--- config.mk ---
export PLATFORM = sky130hd
export DESIGN_NAME = tpcf_div
export DESIGN_NICKNAME = d
export VERILOG_FILES = /design/src/rtl/tpcf_div.sv
export SDC_FILE = /design/constraint.sdc
export NUM_CORES = 1
export LEC_CHECK = 0
export BUFFER_PORTS_ARGS = -buffer_cell sky130_fd_sc_hd__buf_2
export CORE_UTILIZATION = 48
export CTS_CLUSTER_DIAMETER = 200
export DETAILED_ROUTE_END_ITERATION = 12
export PLACE_DENSITY_LB_ADDON = 0.2
export SLEW_MARGIN = 20
export SYNTH_ARGS = -nofsm -noshare
export SYNTH_HDL_FRONTEND = slang
export SYNTH_SLANG_ARGS = --single-unit
--- constraint.sdc ---
create_clock -name clk -period 1.6 [get_ports clk]
set_clock_uncertainty 0.1 [all_clocks]
set_input_delay 0.16 -clock clk [delete_from_list [all_inputs] [get_ports clk]]
set_output_delay 0.16 -clock clk [all_outputs]
set_load 0.01 [all_outputs]
--- src/rtl/tpcf_div.sv ---
// Iterative restoring divider: 11-bit channel sum by a neighbor count of 1..8.
module tpcf_div (
    input  logic        clk,
    input  logic        rst_n,
    input  logic        start,
    input  logic [10:0] num,
    input  logic [3:0]  den,
    output logic        busy,
    output logic [7:0]  quot
);
    logic [10:0] q_reg, q_next;
    logic [4:0]  rem_reg, rem_next;
    logic [3:0]  den_reg, den_next;
    logic [3:0]  cnt_reg, cnt_next;
    logic [4:0]  trial;

    // One quotient bit per cycle, eleven quotient bits in all
    always_comb
    begin
        q_next   = q_reg;
        rem_next = rem_reg;
        den_next = den_reg;
        cnt_next = cnt_reg;
        trial    = {rem_reg[3:0], q_reg[10]};
        if (start)
        begin
            q_next   = num;
            rem_next = '0;
            den_next = den;
            cnt_next = 4'd11;
        end
        else if (cnt_reg != 4'd0)
        begin
            if (trial >= {1'b0, den_reg})
            begin
                rem_next = trial - {1'b0, den_reg};
                q_next   = {q_reg[9:0], 1'b1};
            end
            else
            begin
                rem_next = trial;
                q_next   = {q_reg[9:0], 1'b0};
            end
            cnt_next = cnt_reg - 4'd1;
        end
    end

    always_ff @(posedge clk or negedge rst_n)
    begin
        if (!rst_n)
        begin
            cnt_reg <= '0;
        end
        else
        begin
            cnt_reg <= cnt_next;
        end
    end

    always_ff @(posedge clk)
    begin
        q_reg   <= q_next;
        rem_reg <= rem_next;
        den_reg <= den_next;
    end

    assign busy = (cnt_reg != 4'd0) || start;
    assign quot = q_reg[7:0];
endmodule

* After elaboration in Yosys (flattened, before gate mapping)
Index checks and enable logic that the tools add are counted. W data, S select, Z words.
Storage, ports and cells: output and inout bits 9, bits of input ports 18, flip-flop bits (word level) 23
Cells by class: order comparisons 1, mux-type cells 6, $add $sub $neg 2, reductions and logical operators 3
Operator list (count):
- $mux W11 | 2
- $mux W4 | 3
- $ge A5 B4 Y1 | 1
- $reduce_bool A4 Y1 | 1
- $sub A4 B1 Y4 const B | 1
- $sub A4 B4 Y4 | 1
- $reduce_bool A2 Y1 | 1
- $logic_or A1 B1 Y1 | 1
- $mux W1 | 1

* Longest topological paths before layout
depth in word-level cells 4, depth in mapped cells 8

* Worst setup path before layout
OpenSTA, ideal clock, no wires.
path type register to register, from register cnt_reg[0], to register q_reg[0], enable pin, arrival time 1.313 ns, cell stages (with the launch flop) 5, data required time 1.140 ns, path slack -0.173 ns, clock period less this slack 1.773 ns, cell sequence dfrtp_1 > inv_1 > ha_1 > nor3b_4 > nand2b_1
Between the ends: longest elaborated chain between the ends 2
Ends and longest elaborated chain:
- start, declared | line 14 | logic [3:0] cnt_reg, cnt_next;
- start signal, assigned | line 56 | cnt_reg <= cnt_next;
- $reduce_bool A4 Y1 | line 32 | else if (cnt_reg != 4'd0)
- $reduce_bool A2 Y1 (no line)
- end signal, assigned | line 62 | q_reg <= q_next;
- end, declared | line 11 | logic [10:0] q_reg, q_next;
Every way passes these cells. A chain may end at the register's enable or synchronous reset.

* Final worst setup path
from register cnt_reg[1], to output port busy
Between the ends: longest elaborated chain between the ends 2
Ends and longest elaborated chain:
- $reduce_bool A4 Y1 | line 67 | assign busy = (cnt_reg != 4'd0) || start;
- $logic_or A1 B1 Y1 | line 67
- end, declared | line 8 | output logic busy,
Every way passes these cells.

==> summary.md <==
| Metric | Value |
|---|---|
| Status | `finished, violations left` |
| Failing checks | `negative setup slack` |
| Max cap viols | `0` |
| Startpoint Class | `register` |
| Post-DR wirelength/cell | `15.1 µm` |
| Initial Utilization | `50.6%` |
| CORE AREA | `0.00245 mm²` |
| Tot GR Track Use | `20.2%` |
| Share of post-route cells with drive strength above 1 | `46.5%` |
| Ranking of synthesized cells by area | `edfxtp_1 (36%), mux2_1 (9.1%), dfrtp_1 (8.1%)` |
| Max-slew headroom | `72.9%` |
| Highest metal layer with signal wires | `met4` |
| Final period util | `103%` |
| Crit path kind | `register to primary output` |
| Congestion Overflow GR | `0` |
| Die Area | `0.00279 mm²` |
| Synth Warn # | `0` |
| Post-route cell area | `0.00165 mm²` |
| Syn nets | `129` |
| Vias | `917` |
| IO buf count | `26` |
| Post-synth EDFFs | `15` |
| Hold path endpoint | `q_reg[6]` |
| Register bit total from synthesis | `23` |
| DRT iter0 DRCs | `21` |
| Clk Latency, worst-skew pair | `0.31 ns` |
| FF-to-FF path depth | `7` |
| Max-slew violation count | `0` |
| Commonest cells post-synth | `edfxtp_1 (15), mux2_1 (10), inv_1 (9)` |
| Sequential cell area | `631 µm²` |
| Placer Congestion | `0.798` |
| Unrepaired setup endpoints after global routing | `true` |
| Synth async-reset ratio | `17.4%` |
| Vias in the first global route | `897` |
| N_diodes | `0` |
| Filler cell count in the final layout | `183` |
| Via/cell ratio | `5.27` |
| Syn Inst Count | `104` |
| Pre-Repair DR Iteration Count | `4` |
| HP Start | `num[6]` |
| Routed wl met2 | `1370 µm` |
| Hpwl dp | `1680 µm` |
| Maximum vdd drop | `0.825 mV` |
| Final ANT Viol Nets | `0` |
| Metal-1 WL | `1120 µm` |
| Leakage | `0.000689 µW` |
| CP Capture Type | `primary output` |
| Synth Flop Type | `edfxtp_1` |
| Fin. Hold Viols | `0` |
| DIE HEIGHT | `52.9 µm` |
| Metal3 WL | `99 µm` |
| Final wirelength | `2630 µm` |
| Min-delay worst type | `primary input to register` |
| Worst slew pin tran | `0.407 ns` |
| Setup TNS | `-0.162 ns` |
| CTS buffer count | `3` |
| Hold Path Depth | `2` |
| Mapped Avg Cell Area | `11.9 µm²` |
| Seq/Total Area, Yosys | `50.8%` |
| Clk root buf | `clkbuf_4` |
| Area leader, netlist | `edfxtp_1` |
| Most frequent cell after synthesis | `edfxtp_1` |
| Max reg flops | `11` |
| F_max | `604 MHz` |
| Final setup violation count | `6` |
| Remaining DRCs | `0` |
| Worst reg2reg setup slack | `-0.04 ns` |
| R2R Path End | `rem_reg[3]` |
| Synth Cell Area | `0.00124 mm²` |
| Synth top area share | `36.3%` |
| Placed cell areas | `0.00140 mm²` |
| Io pins | `27` |
| Clk sink count | `23` |
| Peak fanout along the critical path | `2` |
| Number of library cell types mapped by synthesis | `35` |
| Setup slack after layout | `-0.0553 ns` |
| H-tree levels | `1` |
| Pwr/cell area | `1100 mW/mm²` |
| Clk slew on worst S/H paths | `0.12 ns` |
| Worst flop-to-flop path startpoint | `cnt_reg[1]` |
| Clock Path Buffers | `2` |
| P&R area growth vs syn | `32.6%` |
| Die X | `52.9 µm` |
| Critical Path AT | `1.40 ns` |
| First-pass GRT wire length | `3870 µm` |
| Critical Path RT | `1.34 ns` |
| Initial antenna violation count | `0` |
| Final nets | `170` |
| Crit path time final | `1.66 ns` |
| TritonCTS clock tree | `built` |
| Area of the multi-input gates | `606 µm²` |
| Largest net degree at the start of global routing | `18` |
| Site row count | `18` |
-- report_power, final --
part	total, µW	switching, µW	internal [µW]	leakage (µW)
registers	816	75.9	740	0.000232
clock network	266	169	97.3	0.0000150
logic	724	335	390	0.000442
-- routing by layer --
metal	track usage, %	vias up
li1	-	444
met1	22.9	442
met2	35.4	25
met3	3.74	6
met4	11.0	0
met5	0	-
-- critical path, cell delays in order (launching register included) --
cell and delay [ns]:
dfrtp_1 0.43, inv_2 0.09, ha_4 0.13, nor3b_4 0.24
nand2b_4 0.08, buf_6 0.12
-- kinds of logic (layout without fill, tap and decap cells) --
group | count (synthesis) | count (layout) | synth area share, %
buffers and inverters | 19 | 59 | 8.27
AO/OA/AOI/OAI | 15 | 15 | 9.88
AND/OR/NAND/NOR | 27 | 27 | 12.2
multiplexers | 10 | 10 | 9.07
adder cells (fa/ha/maj) | 7 | 7 | 7.66
flip-flops | 23 | 23 | 50.8
XOR/XNOR | 3 | 3 | 2.12
-- cells in the final DEF (no fill, tap or decap), drive strengths merged --
master / n
a21o: 1
or3: 1
o21ai: 3
clkbuf: 4
nor3: 4
a311oi: 2
a21bo: 1
buf: 41
nor3b: 2
dlygate4sd3: 5
mux2: 10
nand3b: 1
dfxtp: 4
o32ai: 1
a211o: 1
a21boi: 1
fa: 1
a21oi: 3
and2: 1
inv: 9
o31ai: 1
ha: 6
xnor2: 3
nand2b: 3
nand2: 2
dfrtp: 4
o21a: 1
nand4: 1
nor2: 8
nand3: 4
edfxtp: 15
-- layout make-up --
class | instances | share of cell area, %
timing repair buffer | 46 | 18.9
tap | 30 | 2.28
sequential | 23 | 38.3
inverter | 9 | 2.05
multi-input combinational | 62 | 36.8
clock buffer | 4 | 1.60
-- what timing repair did --
action | CTS | global route
setup buffers | 6 | 3
hold buffers | 5 | 0
pin swaps | 5 | 3
hold endpoints to repair | 8 | 0
setup endpoints to repair | 6 | 7
resized for setup | 15 | 10
-- worst max path at each step --
stage	startpoint	endpoint	slack, ns
finish	cnt_reg[1]	busy	-0.06
global route	cnt_reg[1]	busy	-0.14
CTS	den_reg[2]	rem_reg[0]	-0.03
detailed placement	den_reg[2]	q_reg[0]	-0.08
global placement	den_reg[2]	q_reg[0]	-0.04
floorplan	den_reg[2]	rem_reg[0]	0.03
-- per-stage QoR --
stage	setup WS, ns	utilization (%)	instances	hold slack, ns	total power, µW
6_report	-0.0553	67.0	174	0.0351	1810
4_1_cts	-0.0339	65.0	171	0.0262	1750
3_3_place_gp	-0.0392	57.0	157	-0.130	1350
5_1_grt	-0.137	67.0	174	0.0221	1920
3_5_place_dp	-0.0762	57.0	157	-0.132	1370
2_1_floorplan	0.0328	-	104	-0.236	1230
(Power assumes the default switching activity.)
